File: config.mk
export PLATFORM = sky130hd
export DESIGN_NAME = mtf_cell
export DESIGN_NICKNAME = d
export VERILOG_FILES = /design/src/rtl/mtf_pkg.sv /design/src/rtl/mtf_cell.sv
export SDC_FILE = /design/constraint.sdc
export NUM_CORES = 1
export LEC_CHECK = 0
export BUFFER_PORTS_ARGS = -buffer_cell sky130_fd_sc_hd__clkbuf_2
export CAP_MARGIN = 20
export CORE_ASPECT_RATIO = 2
export CORE_UTILIZATION = 52
export CTS_CLUSTER_DIAMETER = 40
export CTS_CLUSTER_SIZE = 28
export DETAILED_ROUTE_END_ITERATION = 7
export GPL_TIMING_DRIVEN = 0
export PLACE_DENSITY = 0.87
export SETUP_SLACK_MARGIN = 0.05
export SYNTH_ARGS = -nofsm -noshare
export SYNTH_HDL_FRONTEND = slang
export SYNTH_SLANG_ARGS = --single-unit
File: constraint.sdc
create_clock -name clock -period 3.45 [get_ports clock]
set_input_delay 0.1725 -clock clock [delete_from_list [all_inputs] [get_ports clock]]
set_output_delay 0.1725 -clock clock [all_outputs]
set_load 0.05 [all_outputs]
File: src/rtl/mtf_pkg.sv
// shared constants, codes and word types for the move-to-front rank core
// no dependencies; imported by mtf_cell and move_to_front_rank_core
package mtf_pkg;

   // list and slot geometry
   localparam int MAX_ITEMS   = 1024;
   localparam int ITEM_W      = 11;
   localparam int IDX_W       = 10;
   localparam int SLOT_W      = 12;
   localparam int LEVELS      = SLOT_W;
   localparam int FRONT_SLOTS = 3072;
   localparam int COUNT_W     = 11;
   localparam int RANK_W      = 10;
   localparam int STATUS_W    = 2;

   // operation codes
   localparam logic OP_QUERY   = 1'b0;
   localparam logic OP_RESTART = 1'b1;

   // status codes
   localparam logic [STATUS_W-1:0] STATUS_OK        = 2'd0;
   localparam logic [STATUS_W-1:0] STATUS_BAD_ITEM  = 2'd1;
   localparam logic [STATUS_W-1:0] STATUS_EXHAUSTED = 2'd2;

   typedef struct packed {
      logic              operation;
      logic [ITEM_W-1:0] item;
   } mtf_req_type;

   typedef struct packed {
      logic [RANK_W-1:0]   rank;
      logic [STATUS_W-1:0] status;
   } mtf_rsp_type;

   // token walking down the row of level cells
   // old_* carries the current slot (or the leaf index during a sweep),
   // new_* the fresh front slot; *_pfx is the node at the last level seen,
   // *_rest the slot bits still to be consumed, msb first
   typedef struct packed {
      logic               valid;
      logic               sweep;
      logic               last;
      logic               occ;
      logic [SLOT_W-1:0]  old_pfx;
      logic [SLOT_W-1:0]  old_rest;
      logic [SLOT_W-1:0]  new_pfx;
      logic [SLOT_W-1:0]  new_rest;
      logic [COUNT_W-1:0] sum;
   } mtf_token_type;

endpackage

File: src/rtl/mtf_cell.sv
// one level of the counting tree: walks a token one level down, adds the
// left-sibling count to the prefix sum, updates old and new path nodes or
// loads sweep counts; depends on mtf_pkg; its count ram sits beside it in the top level
module mtf_cell (
   input  logic                          clock,
   input  logic                          reset,
   input  mtf_pkg::mtf_token_type        tok_i,
   output mtf_pkg::mtf_token_type        tok_o,
   output logic [mtf_pkg::SLOT_W-1:0]    rd_addr_o,
   input  logic [mtf_pkg::COUNT_W-1:0]   rd_data_i,
   output logic                          wr_en_o,
   output logic [mtf_pkg::SLOT_W-1:0]    wr_addr_o,
   output logic [mtf_pkg::COUNT_W-1:0]   wr_data_o
);
   import mtf_pkg::*;

   mtf_token_type      adv;
   mtf_token_type      s1_ff;
   mtf_token_type      s1_in;
   mtf_token_type      s2_ff;
   mtf_token_type      s2_in;
   logic               s3_valid_ff;
   logic               s3_valid_in;
   logic [SLOT_W-1:0]  s3_node_ff;
   logic [COUNT_W-1:0] acc_ff;
   logic [COUNT_W-1:0] acc_in;
   logic [SLOT_W-1:0]  old_node;
   logic [SLOT_W-1:0]  new_node;
   logic               run_start;
   logic [COUNT_W-1:0] sweep_count;
   logic [COUNT_W-1:0] sum1;
   logic               same_node;
   logic               in_query;
   logic               in_sweep;
   logic               s1_query;
   logic               s2_query;

   // node index at this level for both paths
   assign old_node = {tok_i.old_pfx[SLOT_W-2:0], tok_i.old_rest[SLOT_W-1]};
   assign new_node = {tok_i.new_pfx[SLOT_W-2:0], tok_i.new_rest[SLOT_W-1]};

   assign in_query = tok_i.valid && !tok_i.sweep;
   assign in_sweep = tok_i.valid && tok_i.sweep;
   assign s1_query = s1_ff.valid && !s1_ff.sweep;
   assign s2_query = s2_ff.valid && !s2_ff.sweep;

   // sweep: leaves arrive in ascending order, a node's run starts when
   // the leaf bits below it are all zero
   assign run_start   = (tok_i.old_rest[SLOT_W-2:0] == '0);
   assign sweep_count = (run_start ? '0 : acc_ff) + COUNT_W'(tok_i.occ);

   // token advanced by one level
   always_comb begin
      adv          = tok_i;
      adv.old_pfx  = old_node;
      adv.old_rest = tok_i.old_rest << 1;
      adv.new_pfx  = new_node;
      adv.new_rest = tok_i.new_rest << 1;
   end
   assign s1_in = adv;

   // prefix sum picks up the left sibling when the path goes right
   assign sum1 = s1_ff.sum + ((s1_query && s1_ff.old_pfx[0]) ? rd_data_i : '0);
   always_comb begin
      s2_in     = s1_ff;
      s2_in.sum = sum1;
   end

   // paths that share a node leave it unchanged
   assign same_node   = (s2_ff.old_pfx == s2_ff.new_pfx);
   assign s3_valid_in = s2_query && !same_node;

   assign acc_in = in_sweep ? sweep_count : acc_ff;

   // read port: sibling, then old node, then new node
   always_comb begin
      if (in_query) begin
         rd_addr_o = old_node ^ SLOT_W'(1);
      end else if (s1_query) begin
         rd_addr_o = s1_ff.old_pfx;
      end else if (s2_query) begin
         rd_addr_o = s2_ff.new_pfx;
      end else begin
         rd_addr_o = '0;
      end
   end

   // write port: sweep load, old node minus one, new node plus one
   always_comb begin
      wr_en_o   = 1'b0;
      wr_addr_o = s3_node_ff;
      wr_data_o = rd_data_i + COUNT_W'(1);
      if (in_sweep) begin
         wr_en_o   = 1'b1;
         wr_addr_o = old_node;
         wr_data_o = sweep_count;
      end else if (s3_valid_in) begin
         wr_en_o   = 1'b1;
         wr_addr_o = s2_ff.old_pfx;
         wr_data_o = rd_data_i - COUNT_W'(1);
      end else if (s3_valid_ff) begin
         wr_en_o = 1'b1;
      end
   end

   // stage registers
   always_ff @(posedge clock) begin
      if (reset) begin
         s1_ff.valid <= 1'b0;
         s2_ff.valid <= 1'b0;
         s3_valid_ff <= 1'b0;
      end else begin
         s1_ff       <= s1_in;
         s2_ff       <= s2_in;
         s3_valid_ff <= s3_valid_in;
      end
   end

   // payload registers
   always_ff @(posedge clock) begin
      s3_node_ff <= s2_ff.new_pfx;
      acc_ff     <= acc_in;
   end

   assign tok_o = s2_ff;

endmodule

==> results of run 1 <==
[synth_stat cells]
| cell type | number | area share (%) |
|---|---|---|
| and3_1 | 10 | 1.0 |
| nand2b_1 | 4 | 0.41 |
| o21ai_1 | 8 | 0.66 |
| o2bb2ai_1 | 1 | 0.14 |
| or2_2 | 1 | 0.10 |
| clkbuf_1 | 9 | 0.55 |
| o31ai_1 | 1 | 0.12 |
| ha_1 | 21 | 4.3 |
| a211oi_1 | 1 | 0.12 |
| buf_2 | 1 | 0.082 |
| or4_1 | 1 | 0.12 |
| o21ai_0 | 25 | 2.0 |
| edfxtp_1 | 131 | 64 |
| a22oi_1 | 11 | 1.4 |
| buf_6 | 1 | 0.18 |
| nand2_1 | 43 | 2.6 |
| a31o_2 | 2 | 0.29 |
| nor4_1 | 5 | 0.51 |
| o22ai_1 | 1 | 0.10 |
| nor2b_1 | 7 | 0.72 |
| fa_1 | 2 | 0.66 |
| a221oi_1 | 1 | 0.14 |
| buf_4 | 2 | 0.25 |
| xor2_1 | 18 | 2.6 |
| inv_1 | 9 | 0.55 |
| conb_1 | 1 | 0.061 |
| xor2_2 | 1 | 0.27 |
| nor2_1 | 27 | 1.7 |
| nor4_2 | 3 | 0.61 |
| or3_1 | 1 | 0.10 |
| mux2i_1 | 12 | 2.0 |
| o211ai_1 | 2 | 0.25 |
| a21boi_0 | 1 | 0.12 |
| a21oi_1 | 17 | 1.4 |
| nor3_1 | 6 | 0.49 |
| a31oi_1 | 1 | 0.10 |
| nand3_1 | 5 | 0.41 |
| buf_1 | 1 | 0.061 |
| a31oi_4 | 1 | 0.35 |
| dfxtp_1 | 15 | 4.9 |
| xnor2_1 | 20 | 2.9 |
| a21o_1 | 3 | 0.37 |
[worst max-delay path: stages, from the launching register on]
cell,delay [ns]
edfxtp_1,0.45
xor2_2,0.22
nor4_4,0.37
a31oi_4,0.16
buf_12,0.18
ha_4,0.17
or4_4,0.52
o22ai_4,0.18
o21ai_2,0.11
xnor2_2,0.25
a21oi_4,0.10
buf_8,0.18
[state kept, by name, indices dropped and copies added (netlist names)]
name,count
s3_valid_ff,1
s3_node_ff,12
acc_ff,11
s1_ff,61
tok_o,61
[metal layers]
layer	GRT usage (%)	part of all wire, %	up-vias
li1	-	-	2164
met1	29.0	32	2301
met2	57.0	56	313
met3	7.21	6.5	75
met4	18.9	5.6	0
met5	0	0	-
[placed cells by master (no fill, tap or decap), types with 7 or more instances in the layout]
cell | synthesis | layout
o21ai_0 | 25 | 18
xnor2_1 | 20 | 19
buf_4 | 2 | 31
nor2_1 | 27 | 26
inv_1 | 9 | 8
clkbuf_16 | 0 | 17
dfxtp_1 | 15 | 15
edfxtp_1 | 131 | 131
clkbuf_1 | 9 | 10
mux2i_1 | 12 | 12
clkbuf_2 | 0 | 162
xor2_2 | 1 | 7
xor2_1 | 18 | 12
ha_1 | 21 | 15
a22oi_1 | 11 | 11
o21ai_1 | 8 | 10
nand2_1 | 43 | 42
and3_1 | 10 | 10
dlygate4sd3_1 | 0 | 62
a21oi_1 | 17 | 9
[cell families after synthesis]
logic type,share of synthesized area (%)
DFF,69.3
and+or+nand+nor,8.80
AOI/OAI and AO/OA,7.55
xor gates and xnor gates,5.71
adders and majority gates,4.95
buffers and inverters,1.68
muxes,1.97
other,0.0614
[per-stage QoR]
| stage | instances | hold slack, ns | util, % | TNS, ns |
|---|---|---|---|---|
| global placement | 746 | 0.349 | 63.2 | -35.91 |
| finish | 871 | 0.326 | 79.1 | -0.0628 |
| detailed placement | 747 | 0.351 | 63.5 | -0.597 |
| global route | 871 | 0.347 | 79.1 | -0.230 |
| floorplan | 434 | 0.244 | - | -0.0167 |
| CTS | 867 | 0.328 | 78.1 | -0.253 |
[area by class of cell]
cell class,count,area [µm²],area share [%]
Tap cell,142,178,1.98
Timing Repair Buffer,262,1790,19.9
Sequential cell,146,4230,47.1
Multi-Input combinational cell,265,2060,23.0
Clock buffer,18,429,4.78
Buffer,14,77.6,0.864
Antenna cell,1,2.50,0.0279
Clock inverter,14,174,1.94
Inverter,9,36.3,0.404
[power groups by stage]
stage | combinational [W] | clock, W | sequential, W
floorplan | 0.000341 | 0 | 0.00234
global placement | 0.000698 | 0 | 0.00217
detailed placement | 0.000717 | 0 | 0.00217
CTS | 0.000843 | 0.00189 | 0.00213
global route | 0.000924 | 0.00196 | 0.00214
finish | 0.000890 | 0.00189 | 0.00213
[worst min path at each step]
| stage | endpoint | cells past startpoint | start | slack (ns) |
|---|---|---|---|---|
| after global routing | tok_o[0] | 3 | rd_data_i[0] | 0.35 |
| final | tok_o[0] | 3 | rd_data_i[0] | 0.33 |
| after global placement | s1_ff[27] | 1 | tok_i[26] | 0.35 |
| after floorplan | s1_ff[62] | 1 | reset | 0.24 |
| after detailed placement | s1_ff[7] | 1 | tok_i[7] | 0.35 |
| after CTS | tok_o[10] | 4 | rd_data_i[10] | 0.33 |
[repair_timing]
action / CTS / global route
gates resized for setup: 46 / 26
setup buffers: 25 / 3
hold buffers: 62 / 0
endpoints found under the hold margin: 63 / 0
setup endpoints to repair: 8 / 9
pin swaps: 19 / 21
gates cloned: 1 / 0
==> impl_metrics.py, run 1 <==
metrics = {
    "die": {
        "die_height_um": 155,
        "rows": 55,
        "die_width_um": 78.7,
        "start_util_pct": 53.8,
        "io_pins": 175,
        "die_area_mm2": 0.0122,
        "core-area_mm2": 0.0114,
    },
    "route": {
        "wl_per_cell_um": 20.6,
        "wl_um": 17900,
        "drt_pass1_iterations": 5,
        "avgViaCountPerCell": 5.57,
        "vias": 4853,
        "ant_nets": 0,
        "drc_errors": 0,
        "drt_iter0_drc": 322,
    },
    "pwr": {
        "switching_share_pct": 29.9,
        "peakVddDrop_v": 0.000502,
        "total_power_w": 0.00491,
        "power_frac_comb_pct": 18.1,
        "p_per_area_mw_per_mm2": 547,
        "power.internal_w": 0.00345,
        "pwr-share-clk_pct": 38.5,
        "leakagePower_nw": 3.69,
        "switchingPower_w": 0.00147,
        "pwr-share-seq_pct": 43.4,
    },
    "global_routing": {
        "globalRouteOverflowTotal": 0,
        "antenna_found_initial": 1,
        "grt_max_degree": 87,
        "grt_pass1_wl_um": 27000,
        "grt.total_usage_pct": 30.5,
        "grt_pass1_vias": 5196,
    },
    "worst_setup_path": {
        "endpoint": "wr_data_o[10]",
        "crit_start": "tok_o[57]",
        "timing.rr.start": "s1_ff[61]",
        "crit_type": "reg2out",
        "startpoint_type": "flip-flop",
        "r2r_slack_ns": 0.35,
        "worstRegToRegCells": 10,
        "crit_fanout": 6,
        "worst_ep_required_time_ns": 3.28,
        "end_kind": "output port",
        "critPathArrivalTime_ns": 3.31,
        "r2r-end": "tok_o[9]",
    },
    "yosys": {
        "syn-cell-area_mm2": 0.00611,
        "synth_cell_types": 42,
        "ys_warn_count": 0,
        "syn_area_per_cell_um2": 14.1,
        "synth_seq_cells": 146,
        "syn_inst": 433,
        "yosysSeqAreaShare_pct": 69.3,
    },
    "timing": {
        "setup_viol": 2,
        "fin_skew_ns": 0.0116,
        "post-route-period-util_pct": 101,
        "fmaxAchievable_ghz": 0.287,
        "period_minus_slack_ns": 3.48,
        "finalHoldViolCount": 0,
        "slew_viol_final": 0,
        "rsz0062_at_grt": "yes",
        "maxSlewHeadroom_pct": 51.1,
        "worst_pin_slew_ns": 0.734,
        "fin_ws_ns": -0.0346,
    },
    "min_path": {
        "hp-class": "in2reg",
    },
    "placement": {
        "place_hpwl_um": 10400,
        "place_area_mm2": 0.00721,
        "dp_worst_setup_slack_ns": -0.280,
        "gp_congestion": 0.870,
        "io_buffers": 170,
    },
    "layout": {
        "final_nets": 814,
        "syn2layout_area_growth_pct": 47.0,
        "fillers": 633,
        "final_layout_size_suffix_gt1_share_pct": 38.3,
        "post-route-cell-area_mm2": 0.00898,
    },
    "outcome": {
        "outcome": "finished, violations left",
        "violations": "negative setup slack",
    },
    "clock_network": {
        "insertion_delay_ns": 0.42,
        "numCtsBuffers": 17,
        "htree_num_levels": 4,
        "clockBufferDepth": 2,
        "cts.clk_slew.worst_paths_ns": 0.06,
        "cts_sinks": 146,
        "cts-root-buf": "clkbuf_16",
        "cts_tree": "done",
    },
    "job": {
        "maxCapViolCount": 0,
    },
}
Power figures use the tool's default switching activity.
==> inputs of run 2 (changes only) <==
--- a/config.mk
+++ b/config.mk
@@ -8,13 +8,14 @@
 export BUFFER_PORTS_ARGS = -buffer_cell sky130_fd_sc_hd__clkbuf_2
 export CAP_MARGIN = 20
 export CORE_ASPECT_RATIO = 2
-export CORE_UTILIZATION = 52
+export CORE_UTILIZATION = 56
 export CTS_CLUSTER_DIAMETER = 40
 export CTS_CLUSTER_SIZE = 28
 export DETAILED_ROUTE_END_ITERATION = 7
 export GPL_TIMING_DRIVEN = 0
-export PLACE_DENSITY = 0.87
+export PLACE_DENSITY = 0.92
 export SETUP_SLACK_MARGIN = 0.05
+export SLEW_MARGIN = 20
 export SYNTH_ARGS = -nofsm -noshare
 export SYNTH_HDL_FRONTEND = slang
 export SYNTH_SLANG_ARGS = --single-unit
==> constraint.sdc (replaced) <==
create_clock -name clock -period 4.5 [get_ports clock]
set_input_delay 1.35 -clock clock [delete_from_list [all_inputs] [get_ports clock]]
set_output_delay 1.35 -clock clock [all_outputs]
set_load 0.05 [all_outputs]
==> run 2 against run 1 <==
Against the previous run:
- setup slack worse by 0.38 ns
- the run still ends with negative setup slack left
- design area decreased by 4.5%
- highest routed layer unchanged
- global-route usage is 1.5 points lower
- critical endpoint is now wr_data_o[9]
- clock power fell by 21%
- sequential cell count did not move
- power down 23%
- utilization is 2.3 points higher
==> impl_metrics.py, run 2 (synthesis results as in run 1) <==
metrics = {
    "layout": {
        "final_layout_size_suffix_gt1_share_pct": 44.8,
        "instances_no_fill": 807,
        "post-route-cell-area_mm2": 0.00858,
        "n_antenna_cell": 0,
        "final_common_cell": "clkbuf_2",
        "syn2layout_area_growth_pct": 40.4,
        "final_nets": 756,
        "final_cell_mix": "157 x clkbuf_2, 131 x edfxtp_1, 41 x nand2_1",
        "fillers": 548,
    },
    "timing": {
        "fin_ws_ns": -0.412,
        "period_minus_slack_ns": 4.91,
        "setup_viol": 9,
        "maxSlewHeadroom_pct": 40.8,
        "post-route-period-util_pct": 109,
        "rsz0062_at_grt": "yes",
        "fin_skew_ns": 0.00715,
        "fmaxAchievable_ghz": 0.204,
        "holdWs_ns": 0.420,
        "worst_pin_slew_ns": 0.888,
        "finalHoldViolCount": 0,
        "slew_viol_final": 0,
    },
    "worst_setup_path": {
        "path_cells": "xor2_1 > nor4_2 > a31oi_4 > buf_12 > ha_1 > o21ai_2 > inv_1 > a21o_1 > a31oi_1 > xor2_1 > o21ai_2 > buf_8",
        "critPathArrivalTime_ns": 3.56,
        "worst_ep_required_time_ns": 3.15,
        "crit_fanout": 10,
        "startpoint_type": "flip-flop",
        "critPathMaxStageDelay_ns": 0.44,
        "end_kind": "output port",
        "critPathSlowestCell": "edfxtp_1",
        "crit_type": "reg2out",
    },
    "clock_network": {
        "insertion_delay_ns": 0.43,
        "cts-root-buf": "clkbuf_16",
        "htree_num_levels": 4,
        "clockBufferDepth": 2,
        "cts_hold_buf": 0,
        "cts_tree": "done",
        "cts_sinks": 146,
        "cts.clk_slew.worst_paths_ns": 0.07,
        "numCtsBuffers": 17,
    },
    "route": {
        "drt_iter0_drc": 344,
        "drt_pass1_iterations": 5,
        "ant_nets": 0,
        "avgViaCountPerCell": 5.75,
        "drc_errors": 0,
        "wl_per_cell_um": 20.9,
        "vias": 4642,
        "wl_um": 16900,
    },
    "min_path": {
        "hp-class": "reg2reg",
    },
    "global_routing": {
        "globalRouteOverflowTotal": 0,
        "grt_pass1_vias": 4606,
        "antenna_found_initial": 0,
        "grt.total_usage_pct": 29.0,
        "grt_pass1_wl_um": 23100,
        "grt_max_degree": 93,
    },
    "pwr": {
        "power.internal_w": 0.00264,
        "p_per_area_mw_per_mm2": 440,
        "power_frac_comb_pct": 17.3,
        "switching_share_pct": 30.2,
        "leakagePower_nw": 3.52,
        "pwr-share-clk_pct": 39.4,
        "peakVddDrop_v": 0.000396,
        "pwr-share-seq_pct": 43.3,
        "switchingPower_w": 0.00114,
    },
    "job": {
        "maxCapViolCount": 0,
    },
    "placement": {
        "place_area_mm2": 0.00732,
        "gp_congestion": 0.889,
        "io_buffers": 170,
        "place_hpwl_um": 10300,
        "dp_cells": 742,
    },
    "die": {
        "start_util_pct": 58.0,
        "die_width_um": 75.9,
        "core-area_mm2": 0.0105,
        "rows": 53,
        "die_height_um": 150,
        "die_area_mm2": 0.0114,
        "io_pins": 175,
    },
    "outcome": {
        "violations": "negative setup slack",
        "outcome": "finished, violations left",
    },
}
## run 2: layout make-up
class	count	area [µm²]	share of cell area (%)
sequential	146	4230	49.3
multi-input combinational	265	2150	25.1
timing repair buffer	205	1270	14.9
clock buffer	17	425	4.96
clock inverter	15	205	2.39
tap	137	171	2.00
buffer	13	76.3	0.889
inverter	9	38.8	0.452
## run 2: final timing paths
check        startpoint           end  slack (ns)  cells past startpoint
max           tok_o[51]  wr_data_o[9]       -0.41                     12
min reg2reg   s1_ff[31]     tok_o[31]        0.42                      0
max reg2reg   s1_ff[61]      tok_o[9]        1.22                     10
min           s1_ff[31]     tok_o[31]        0.42                      0
## run 2: power by group through the flow
stage	Sequential, W	Clock [W]	Combinational, W
2_1_floorplan	0.00179	0	0.000273
3_3_place_gp	0.00166	0	0.000546
3_5_place_dp	0.00166	0	0.000562
4_1_cts	0.00164	0.00149	0.000613
5_1_grt	0.00164	0.00155	0.000681
6_report	0.00164	0.00149	0.000654
## run 2: critical path: cells and delay by family, from the launching register on
family	cells	cell delay [ns]
AND/OR/NAND/NOR	1	0.41
XOR/XNOR	2	0.49
buffers and inverters	3	0.48
adder cells (fa/ha/maj)	1	0.35
AO/OA/AOI/OAI	5	0.95
flip-flops	1	0.44
## run 2: metrics by stage
stage	utilization (%)	setup WS (ns)	total power (W)	setup TNS, ns
after global placement	69.1	-0.937	0.00221	-60.72
final	81.4	-0.412	0.00378	-2.26
after CTS	78.8	-0.474	0.00374	-3.68
after detailed placement	69.4	-1.04	0.00223	-9.53
after floorplan	-	-0.144	0.00207	-0.328
after global routing	81.4	-0.453	0.00387	-2.92
## run 2: timing repair
action,CTS,global route
pin swaps,19,26
cloned,0,0
gates resized for setup,50,52
setup buffers,18,16
endpoints found under the setup margin,16,24
## run 2: per-layer routing
metal | vias to the layer above | track usage, % | share of wire [%]
met2 | 279 | 50.5 | 55
met1 | 2243 | 30.1 | 34
met3 | 72 | 7.95 | 6.1
met5 | - | 0 | 0
met4 | 0 | 16.2 | 5.3
li1 | 2048 | - | -
